===== src/cbrf_pkg.sv =====
// Shared types and constants for the cubic bisection root finder.
// No dependencies; imported by every module of the block.
`default_nettype none

package cbrf_pkg;

    localparam int X_W     = 24;
    localparam int TOL_W   = 24;
    localparam int CNT_W   = 16;
    localparam int VAL_W   = 41;
    localparam int CFG_IDX_W  = 8;
    localparam int CFG_DATA_W = 24;

    // multiplier and cubic widths
    localparam int MUL_A_W = X_W + 1;
    localparam int PROD_W  = MUL_A_W + X_W;
    localparam int SQ_W    = 2 * X_W;
    localparam int CUBE_W  = PROD_W + X_W;
    localparam int F_W     = CUBE_W + 1;

    localparam logic [CFG_IDX_W-1:0] CFG_TOLERANCE = 8'd0;
    localparam logic [CFG_IDX_W-1:0] CFG_MAX_ITER  = 8'd1;

    localparam logic [TOL_W-1:0] TOL_RESET  = 24'd66;
    localparam logic [CNT_W-1:0] ITER_RESET = 16'd100;

    localparam int CUBIC_OFFSET = 2;

    typedef enum logic [1:0] {
        ST_INVALID    = 2'd0,
        ST_SMALL_F    = 2'd1,
        ST_NARROW     = 2'd2,
        ST_ITER_LIMIT = 2'd3
    } status_t;

    typedef enum logic [1:0] {
        SEL_LOWER,
        SEL_UPPER,
        SEL_MID
    } sel_t;

    typedef enum logic [2:0] {
        CP_IDLE,
        CP_SQUARE,
        CP_LOW,
        CP_HIGH,
        CP_SUM
    } cub_phase_t;

    typedef enum logic [3:0] {
        S_IDLE,
        S_A_START,
        S_A_WAIT,
        S_B_START,
        S_B_WAIT,
        S_CHECK,
        S_TEST,
        S_M_START,
        S_M_WAIT,
        S_DECIDE,
        S_R_START,
        S_R_WAIT,
        S_OUT
    } state_t;

    typedef struct packed {
        logic    load;
        logic    cub_start;
        sel_t    cub_sel;
        logic    latch_lower_sign;
        logic    latch_upper_sign;
        logic    init_loop;
        logic    set_mid;
        logic    step;
        logic    out_load;
        logic    out_invalid;
        status_t out_status;
    } cmd_t;

    typedef struct packed {
        logic cub_done;
        logic small_f;
        logic width_ok;
        logic iter_ok;
        logic opposite_ends;
        logic out_free;
    } stat_t;

endpackage

`default_nettype wire


===== src/cubic_bisection_root_finder_unit.sv =====
// Bisection root finder for x^3 - x - 2, top level. One item at a time.
// Cubic evaluations run in sequence on the single shared multiplier, and a new item is
// taken only once the previous one has been loaded into the output register. An item is
// taken while the previous result waits.
// Reset: tolerance 66, step limit 100, output register empty, controller idle.
// Depends on cbrf_pkg, cbrf_ctrl, cbrf_datapath.
`default_nettype none

module cubic_bisection_root_finder_unit
    import cbrf_pkg::*;
#(
    parameter int FRAC_BITS = 16
) (
    input  wire logic                  aclk,
    input  wire logic                  aresetn,
    input  wire logic                  s_valid,
    output logic                       s_ready,
    input  wire logic signed [X_W-1:0] s_left_end,
    input  wire logic signed [X_W-1:0] s_right_end,
    input  wire logic                  cfg_valid,
    output logic                       cfg_ready,
    input  wire logic [CFG_IDX_W-1:0]  cfg_index,
    input  wire logic [CFG_DATA_W-1:0] cfg_data,
    output logic                       m_valid,
    input  wire logic                  m_ready,
    output logic [1:0]                 m_status,
    output logic signed [X_W-1:0]      m_root,
    output logic signed [VAL_W-1:0]    m_root_value,
    output logic [CNT_W-1:0]           m_iterations
);

    cmd_t  cmd;
    stat_t stat;

    cbrf_ctrl u_ctrl (
        .aclk   (aclk),
        .aresetn(aresetn),
        .s_valid(s_valid),
        .s_ready(s_ready),
        .stat   (stat),
        .cmd    (cmd)
    );

    cbrf_datapath #(
        .FRAC_BITS(FRAC_BITS)
    ) u_datapath (
        .aclk        (aclk),
        .aresetn     (aresetn),
        .cmd         (cmd),
        .stat        (stat),
        .left_end    (s_left_end),
        .right_end   (s_right_end),
        .cfg_valid   (cfg_valid),
        .cfg_ready   (cfg_ready),
        .cfg_index   (cfg_index),
        .cfg_data    (cfg_data),
        .m_valid     (m_valid),
        .m_ready     (m_ready),
        .m_status    (m_status),
        .m_root      (m_root),
        .m_root_value(m_root_value),
        .m_iterations(m_iterations)
    );

endmodule

`default_nettype wire


===== src/cbrf_cubic.sv =====
// Multi-cycle evaluator of x^3 - x - 2 in fixed point, one shared multiplier.
// Depends on cbrf_pkg.
`default_nettype none

module cbrf_cubic
    import cbrf_pkg::*;
#(
    parameter int FRAC_BITS = 16
) (
    input  wire logic                  aclk,
    input  wire logic                  aresetn,
    input  wire logic                  start,
    input  wire logic signed [X_W-1:0] x_in,
    output logic                       done,
    output logic signed [F_W-1:0]      f_out
);

    localparam logic signed [F_W-1:0] OFFSET_FIX =
        F_W'(CUBIC_OFFSET) << FRAC_BITS;

    cub_phase_t phase_reg, phase_next;
    logic done_reg;
    logic signed [X_W-1:0]    x_reg;
    logic signed [SQ_W-1:0]   sq_reg;
    logic signed [PROD_W-1:0] plo_reg;
    logic signed [PROD_W-1:0] phi_reg;
    logic signed [F_W-1:0]    f_reg, f_next;

    logic signed [MUL_A_W-1:0] mul_a;
    logic signed [PROD_W-1:0]  prod;
    logic signed [CUBE_W-1:0]  cube;
    logic signed [CUBE_W-1:0]  cu;

    always_comb begin
        phase_next = phase_reg;
        unique case (phase_reg)
            CP_IDLE:   if (start) phase_next = CP_SQUARE;
            CP_SQUARE: phase_next = CP_LOW;
            CP_LOW:    phase_next = CP_HIGH;
            CP_HIGH:   phase_next = CP_SUM;
            CP_SUM:    phase_next = CP_IDLE;
            default:   phase_next = CP_IDLE;
        endcase
    end

    always_comb begin
        unique case (phase_reg)
            CP_SQUARE: mul_a = {x_reg[X_W-1], x_reg};
            CP_LOW:    mul_a = {1'b0, sq_reg[X_W-1:0]};
            CP_HIGH:   mul_a = {1'b0, sq_reg[SQ_W-1:X_W]};
            default:   mul_a = '0;
        endcase
    end

    assign prod = mul_a * x_reg;

    always_comb begin
        cube   = $signed({phi_reg, {X_W{1'b0}}})
               + $signed({{X_W{plo_reg[PROD_W-1]}}, plo_reg});
        cu     = cube >>> FRAC_BITS;
        f_next = $signed({cu[CUBE_W-1], cu})
               - $signed({{(F_W-X_W){x_reg[X_W-1]}}, x_reg})
               - OFFSET_FIX;
    end

    always_ff @(posedge aclk) begin
        if (!aresetn) begin
            phase_reg <= CP_IDLE;
            done_reg  <= 1'b0;
        end else begin
            phase_reg <= phase_next;
            done_reg  <= (phase_reg == CP_SUM);
        end
    end

    always_ff @(posedge aclk) begin
        if (phase_reg == CP_IDLE && start) x_reg <= x_in;
        if (phase_reg == CP_SQUARE) sq_reg <= SQ_W'(prod >>> FRAC_BITS);
        if (phase_reg == CP_LOW) plo_reg <= prod;
        if (phase_reg == CP_HIGH) phi_reg <= prod;
        if (phase_reg == CP_SUM) f_reg <= f_next;
    end

    assign done  = done_reg;
    assign f_out = f_reg;

endmodule

`default_nettype wire


===== src/cbrf_datapath.sv =====
// Datapath: bounds, midpoint, step count, config and result registers.
// Depends on cbrf_pkg and cbrf_cubic.
`default_nettype none

module cbrf_datapath
    import cbrf_pkg::*;
#(
    parameter int FRAC_BITS = 16
) (
    input  wire logic                   aclk,
    input  wire logic                   aresetn,
    input  wire cmd_t                   cmd,
    output stat_t                       stat,
    input  wire logic signed [X_W-1:0]  left_end,
    input  wire logic signed [X_W-1:0]  right_end,
    input  wire logic                   cfg_valid,
    output logic                        cfg_ready,
    input  wire logic [CFG_IDX_W-1:0]   cfg_index,
    input  wire logic [CFG_DATA_W-1:0]  cfg_data,
    output logic                        m_valid,
    input  wire logic                   m_ready,
    output logic [1:0]                  m_status,
    output logic signed [X_W-1:0]       m_root,
    output logic signed [VAL_W-1:0]     m_root_value,
    output logic [CNT_W-1:0]            m_iterations
);

    logic [TOL_W-1:0] tol_reg;
    logic [CNT_W-1:0] max_iter_reg;

    logic signed [X_W-1:0] lower_reg, upper_reg, mid_reg;
    logic [1:0] lower_sign_reg;  // {pos, neg}
    logic [1:0] upper_sign_reg;
    logic [CNT_W-1:0] count_reg;

    logic out_valid_reg;
    logic [1:0] out_status_reg;
    logic signed [X_W-1:0] out_root_reg;
    logic signed [VAL_W-1:0] out_value_reg;
    logic [CNT_W-1:0] out_iter_reg;

    logic signed [X_W-1:0] cub_x;
    logic cub_done;
    logic signed [F_W-1:0] f_val;
    logic [1:0] f_sign;
    logic signed [F_W-1:0] tol_f;
    logic signed [X_W:0] bound_sum;
    logic signed [X_W+1:0] width;
    logic f_opposite;

    cbrf_cubic #(
        .FRAC_BITS(FRAC_BITS)
    ) u_cubic (
        .aclk   (aclk),
        .aresetn(aresetn),
        .start  (cmd.cub_start),
        .x_in   (cub_x),
        .done   (cub_done),
        .f_out  (f_val)
    );

    always_comb begin
        unique case (cmd.cub_sel)
            SEL_LOWER: cub_x = lower_reg;
            SEL_UPPER: cub_x = upper_reg;
            SEL_MID:   cub_x = mid_reg;
            default:   cub_x = mid_reg;
        endcase
    end

    always_comb begin
        f_sign[1]  = !f_val[F_W-1] && (f_val != '0);
        f_sign[0]  = f_val[F_W-1];
        tol_f      = $signed({{(F_W-TOL_W){1'b0}}, tol_reg});
        bound_sum  = $signed({lower_reg[X_W-1], lower_reg})
                   + $signed({upper_reg[X_W-1], upper_reg});
        width      = $signed({{2{upper_reg[X_W-1]}}, upper_reg})
                   - $signed({{2{lower_reg[X_W-1]}}, lower_reg});
        f_opposite = (lower_sign_reg[1] && f_sign[0]) || (lower_sign_reg[0] && f_sign[1]);
    end

    always_comb begin
        stat.cub_done      = cub_done;
        stat.small_f       = (f_val < tol_f) && (f_val > -tol_f);
        stat.width_ok      = width >= $signed({2'b00, tol_reg});
        stat.iter_ok       = count_reg < max_iter_reg;
        stat.opposite_ends = (lower_sign_reg[1] && upper_sign_reg[0])
                          || (lower_sign_reg[0] && upper_sign_reg[1]);
        stat.out_free      = !out_valid_reg || m_ready;
    end

    assign cfg_ready = 1'b1;

    always_ff @(posedge aclk) begin
        if (!aresetn) begin
            tol_reg      <= TOL_RESET;
            max_iter_reg <= ITER_RESET;
        end else if (cfg_valid) begin
            unique case (cfg_index)
                CFG_TOLERANCE: tol_reg      <= cfg_data;
                CFG_MAX_ITER:  max_iter_reg <= cfg_data[CNT_W-1:0];
                default: ;
            endcase
        end
    end

    always_ff @(posedge aclk) begin
        if (cmd.load) begin
            lower_reg <= left_end;
            upper_reg <= right_end;
            mid_reg   <= left_end;
        end
        if (cmd.latch_lower_sign) lower_sign_reg <= f_sign;
        if (cmd.latch_upper_sign) upper_sign_reg <= f_sign;
        if (cmd.init_loop) count_reg <= '0;
        if (cmd.set_mid) mid_reg <= bound_sum[X_W:1];
        if (cmd.step) begin
            if (f_opposite) begin
                upper_reg <= mid_reg;
            end else begin
                lower_reg      <= mid_reg;
                lower_sign_reg <= f_sign;
            end
            count_reg <= count_reg + 1'b1;
        end
    end

    always_ff @(posedge aclk) begin
        if (!aresetn) begin
            out_valid_reg <= 1'b0;
        end else if (cmd.out_load) begin
            out_valid_reg <= 1'b1;
        end else if (m_ready) begin
            out_valid_reg <= 1'b0;
        end
    end

    always_ff @(posedge aclk) begin
        if (cmd.out_load) begin
            if (cmd.out_invalid) begin
                out_status_reg <= ST_INVALID;
                out_root_reg   <= '0;
                out_value_reg  <= '0;
                out_iter_reg   <= '0;
            end else begin
                out_status_reg <= cmd.out_status;
                out_root_reg   <= mid_reg;
                out_value_reg  <= f_val[VAL_W-1:0];
                out_iter_reg   <= count_reg;
            end
        end
    end

    assign m_valid      = out_valid_reg;
    assign m_status     = out_status_reg;
    assign m_root       = out_root_reg;
    assign m_root_value = out_value_reg;
    assign m_iterations = out_iter_reg;

endmodule

`default_nettype wire


===== src/cbrf_ctrl.sv =====
// Controller state machine sequencing end checks, bisection steps and output.
// Depends on cbrf_pkg.
`default_nettype none

module cbrf_ctrl
    import cbrf_pkg::*;
(
    input  wire logic  aclk,
    input  wire logic  aresetn,
    input  wire logic  s_valid,
    output logic       s_ready,
    input  wire stat_t stat,
    output cmd_t       cmd
);

    state_t  state_reg, state_next;
    status_t status_reg, status_next;
    logic    invalid_reg, invalid_next;

    always_comb begin
        state_next   = state_reg;
        status_next  = status_reg;
        invalid_next = invalid_reg;
        unique case (state_reg)
            S_IDLE:    if (s_valid) state_next = S_A_START;
            S_A_START: state_next = S_A_WAIT;
            S_A_WAIT:  if (stat.cub_done) state_next = S_B_START;
            S_B_START: state_next = S_B_WAIT;
            S_B_WAIT:  if (stat.cub_done) state_next = S_CHECK;
            S_CHECK: begin
                invalid_next = !stat.opposite_ends;
                state_next   = stat.opposite_ends ? S_TEST : S_OUT;
            end
            S_TEST: begin
                if (stat.width_ok && stat.iter_ok) begin
                    state_next = S_M_START;
                end else begin
                    status_next = stat.width_ok ? ST_ITER_LIMIT : ST_NARROW;
                    state_next  = S_R_START;
                end
            end
            S_M_START: state_next = S_M_WAIT;
            S_M_WAIT:  if (stat.cub_done) state_next = S_DECIDE;
            S_DECIDE: begin
                if (stat.small_f) begin
                    status_next = ST_SMALL_F;
                    state_next  = S_OUT;
                end else begin
                    state_next = S_TEST;
                end
            end
            S_R_START: state_next = S_R_WAIT;
            S_R_WAIT:  if (stat.cub_done) state_next = S_OUT;
            S_OUT:     if (stat.out_free) state_next = S_IDLE;
            default:   state_next = S_IDLE;
        endcase
    end

    always_comb begin
        cmd            = '0;
        cmd.cub_sel    = SEL_MID;
        cmd.out_status = status_reg;
        cmd.out_invalid = invalid_reg;
        s_ready        = 1'b0;
        unique case (state_reg)
            S_IDLE: begin
                s_ready  = 1'b1;
                cmd.load = s_valid;
            end
            S_A_START: begin
                cmd.cub_start = 1'b1;
                cmd.cub_sel   = SEL_LOWER;
            end
            S_A_WAIT: cmd.latch_lower_sign = stat.cub_done;
            S_B_START: begin
                cmd.cub_start = 1'b1;
                cmd.cub_sel   = SEL_UPPER;
            end
            S_B_WAIT:  cmd.latch_upper_sign = stat.cub_done;
            S_CHECK:   cmd.init_loop = 1'b1;
            S_TEST:    cmd.set_mid = stat.width_ok && stat.iter_ok;
            S_M_START: cmd.cub_start = 1'b1;
            S_DECIDE:  cmd.step = !stat.small_f;
            S_R_START: cmd.cub_start = 1'b1;
            S_OUT:     cmd.out_load = stat.out_free;
            default: ;
        endcase
    end

    always_ff @(posedge aclk) begin
        if (!aresetn) begin
            state_reg   <= S_IDLE;
            status_reg  <= ST_INVALID;
            invalid_reg <= 1'b0;
        end else begin
            state_reg   <= state_next;
            status_reg  <= status_next;
            invalid_reg <= invalid_next;
        end
    end

endmodule

`default_nettype wire

===== config.mk =====
export PLATFORM = sky130hd
export DESIGN_NAME = cubic_bisection_root_finder_unit
export DESIGN_NICKNAME = d
export VERILOG_FILES = /design/src/cbrf_pkg.sv /design/src/cubic_bisection_root_finder_unit.sv /design/src/cbrf_cubic.sv /design/src/cbrf_datapath.sv /design/src/cbrf_ctrl.sv
export SDC_FILE = /design/constraint.sdc
export NUM_CORES = 2
export LEC_CHECK = 0
export BUFFER_PORTS_ARGS = -buffer_cell sky130_fd_sc_hd__buf_2
export CAP_MARGIN = 25
export CELL_PAD_IN_SITES_DETAIL_PLACEMENT = 1
export CELL_PAD_IN_SITES_GLOBAL_PLACEMENT = 1
export CORE_MARGIN = 2
export CORE_UTILIZATION = 35
export CTS_BUF_LIST = sky130_fd_sc_hd__clkbuf_2
export CTS_CLUSTER_DIAMETER = 120
export DETAILED_ROUTE_END_ITERATION = 8
export PLACE_DENSITY_LB_ADDON = 0.1
export SYNTH_ARGS = -nofsm -noshare
export SYNTH_HDL_FRONTEND = slang
export SYNTH_SLANG_ARGS = --single-unit

===== constraint.sdc =====
create_clock -name aclk -period 16.65 [get_ports aclk]
set_input_delay 2.4975 -clock aclk [delete_from_list [all_inputs] [get_ports aclk]]
set_output_delay 2.4975 -clock aclk [all_outputs]
set_load 0.02 [all_outputs]

==> flow_summary.ini <==
[finish]
seqCellArea_um2 = 11800
utilization = 0.383
largest_register_ffs = 59
multi_input_comb_area_um2 = 34900
drive_above_1_share = 0.0969
finalInstanceArea_um2 = 55000
syn_to_final_growth_pct = 8.50
fin_nets = 6690
nFillCells = 16600

[clock_tree]
cts_tree = built
cts_root_buf = clkbuf_2
cts_buffers = 111
cts.sinks = 425
clk_path_buf_depth = 3
postCtsSetupRepairBufs = 0
cts_resized = 0
clkTransAtPathRegs_ns = 0.10
worstSkewPairLatency_ns = 1.30
cts_hold_buf = 0
cts_max_level = 3

[setup_path]
start_kind = flop
cp-end-kind = flop
slowest_stage = a221o_1
worstPathRequired_ns = 17.58
cpPeakStageDelay_ns = 0.86
path_class = flop to flop
worst_path_most_repeated_cell = fa_1
crit_fanout = 31
worst_ep_arrival_time_ns = 11.08

[min_path]
hold_class = flop to flop

[timing]
fin_crit_sh = 0.609
whs_ns = 0.490
rsz0062_at_grt = no
skew_ns = 0.104
hold_viol_final = 0
fmax_mhz = 98.5
maxSlewHeadroom = 0.283
setup_tns_ns = 0
finalMaxSlewViolations = 0
setup_violations = 0
period_needed_ns = 10.15
tightest_slew_ns = 1.07

[synth]
ys.flop_type = edfxtp_1
syn_area_um2 = 50700
synth_edf_count = 323
synth-seq-cells = 425
syn_area_per_cell_um2 = 9.49
synth_cell_types = 88
yosysWarnings = 0
async_reset_ff_frac = 0
synth_seq_area_share = 0.232
netlist_instances = 5340
synth_nets = 6543

[detailed_routing]
drt-total-wl_um = 172000
ant_nets = 0
vias = 38100
drcViolationCount = 56
wl_per_cell_um = 23.0
drtIter0Drc = 1912
first_pass_iters = 7
viasPerCell = 5.09

[global_routing]
grt_max_degree = 85
overflow = 0
antenna_found_initial = 8
grt_pass1_vias = 41300
grtUsageTotal = 0.235
grt_pass1_wl_um = 261000

[placement]
gp_congestion = 0.871
port-buffer-count = 169
dpl-instance-area_um2 = 53900
dpl.hpwl_um = 134000

[flow_run]
drv_cap = 0

[outcome]
status = finished with violations
violations = DRC

[die]
dieArea_um2 = 148000
coreArea_um2 = 144000
io_pins = 171
die_y_um = 385
fp.dieW_um = 385
start_util = 0.353
rows = 139
[Yosys cell counts, types with 86 or more instances]
master,instances,area share
inv_1,884,0.065
fa_1,633,0.25
nand2_1,491,0.036
ha_1,485,0.12
edfxtp_1,323,0.19
nor2_1,286,0.021
a21oi_1,266,0.026
and2_1,207,0.026
clkbuf_1,197,0.015
o21ai_0,196,0.019
xnor2_1,169,0.029
nor3_1,123,0.012
nor2b_1,119,0.015
a21o_1,114,0.017
dfxtp_1,102,0.040
mux2i_1,86,0.017
[cell families after synthesis]
| logic type | share of synthesized area |
|---|---|
| adders and majority gates | 0.370 |
| and+or+nand+nor | 0.142 |
| other | 0.0000740 |
| muxes | 0.0301 |
| DFF | 0.232 |
| buffers and inverters | 0.0832 |
| xor gates and xnor gates | 0.0397 |
| AOI/OAI and AO/OA | 0.103 |
[cell type report]
cell class	count	share of cell area
inverters	894	0.0610
diodes	8	0.000364
clock buffers	157	0.0143
flip-flops and latches	425	0.214
multi-input cells	3804	0.635
clock inverters	53	0.00496
well taps	1903	0.0433
repair buffers	251	0.0277
[final timing paths]
path	to	cells past startpoint	start	slack [ns]
max	u_datapath.u_cubic.sq_reg[31]$_DFFE_PN_	27	u_datapath.u_cubic.phase_reg[0]$_SDFFE_PN0P_	6.50
min	u_datapath.max_iter_reg[2]$_SDFFE_PN1P_	2	u_datapath.max_iter_reg[2]$_SDFFE_PN1P_	0.49
max reg2reg	u_datapath.u_cubic.sq_reg[31]$_DFFE_PN_	27	u_datapath.u_cubic.phase_reg[0]$_SDFFE_PN0P_	6.50
min reg2reg	u_datapath.max_iter_reg[2]$_SDFFE_PN1P_	2	u_datapath.max_iter_reg[2]$_SDFFE_PN1P_	0.49
[through the flow]
step / worst slack, ns / std cells
3_3_place_gp: 6.67 / 7273
5_1_grt: 5.99 / 7490
6_report: 6.50 / 7495
3_5_place_dp: 6.50 / 7275
4_1_cts: 6.50 / 7485
2_1_floorplan: 5.11 / 5340
[critical path: cells and delay by family (launching register included)]
family / cells / cell delay, ns
adders and majority gates: 8 / 3.98
AOI/OAI and AO/OA: 6 / 2.93
and+or+nand+nor: 5 / 1.46
buffers and inverters: 7 / 0.96
DFF: 1 / 0.32
xor gates and xnor gates: 1 / 0.18
[placed cells by master, fill, tap and decap left out, types with 122 or more instances in the layout]
cell type  count
nor3_1       122
nand2_1      490
inv_1        884
buf_2        169
o21ai_0      195
xnor2_1      169
nor2_1       280
ha_1         485
and2_1       207
clkbuf_2     157
edfxtp_1     323
a21oi_1      251
fa_1         633
[layer usage]
layer | GRT usage | part of all wire
met1 | 0.310 | 0.45
met2 | 0.414 | 0.50
met3 | 0.0199 | 0.028
met4 | 0.0610 | 0.024
met5 | 0 | 0.000058
Power is left out: the tool's default activity adds up to more than one toggle a clock period on the data nets, which glitch-free logic cannot reach.
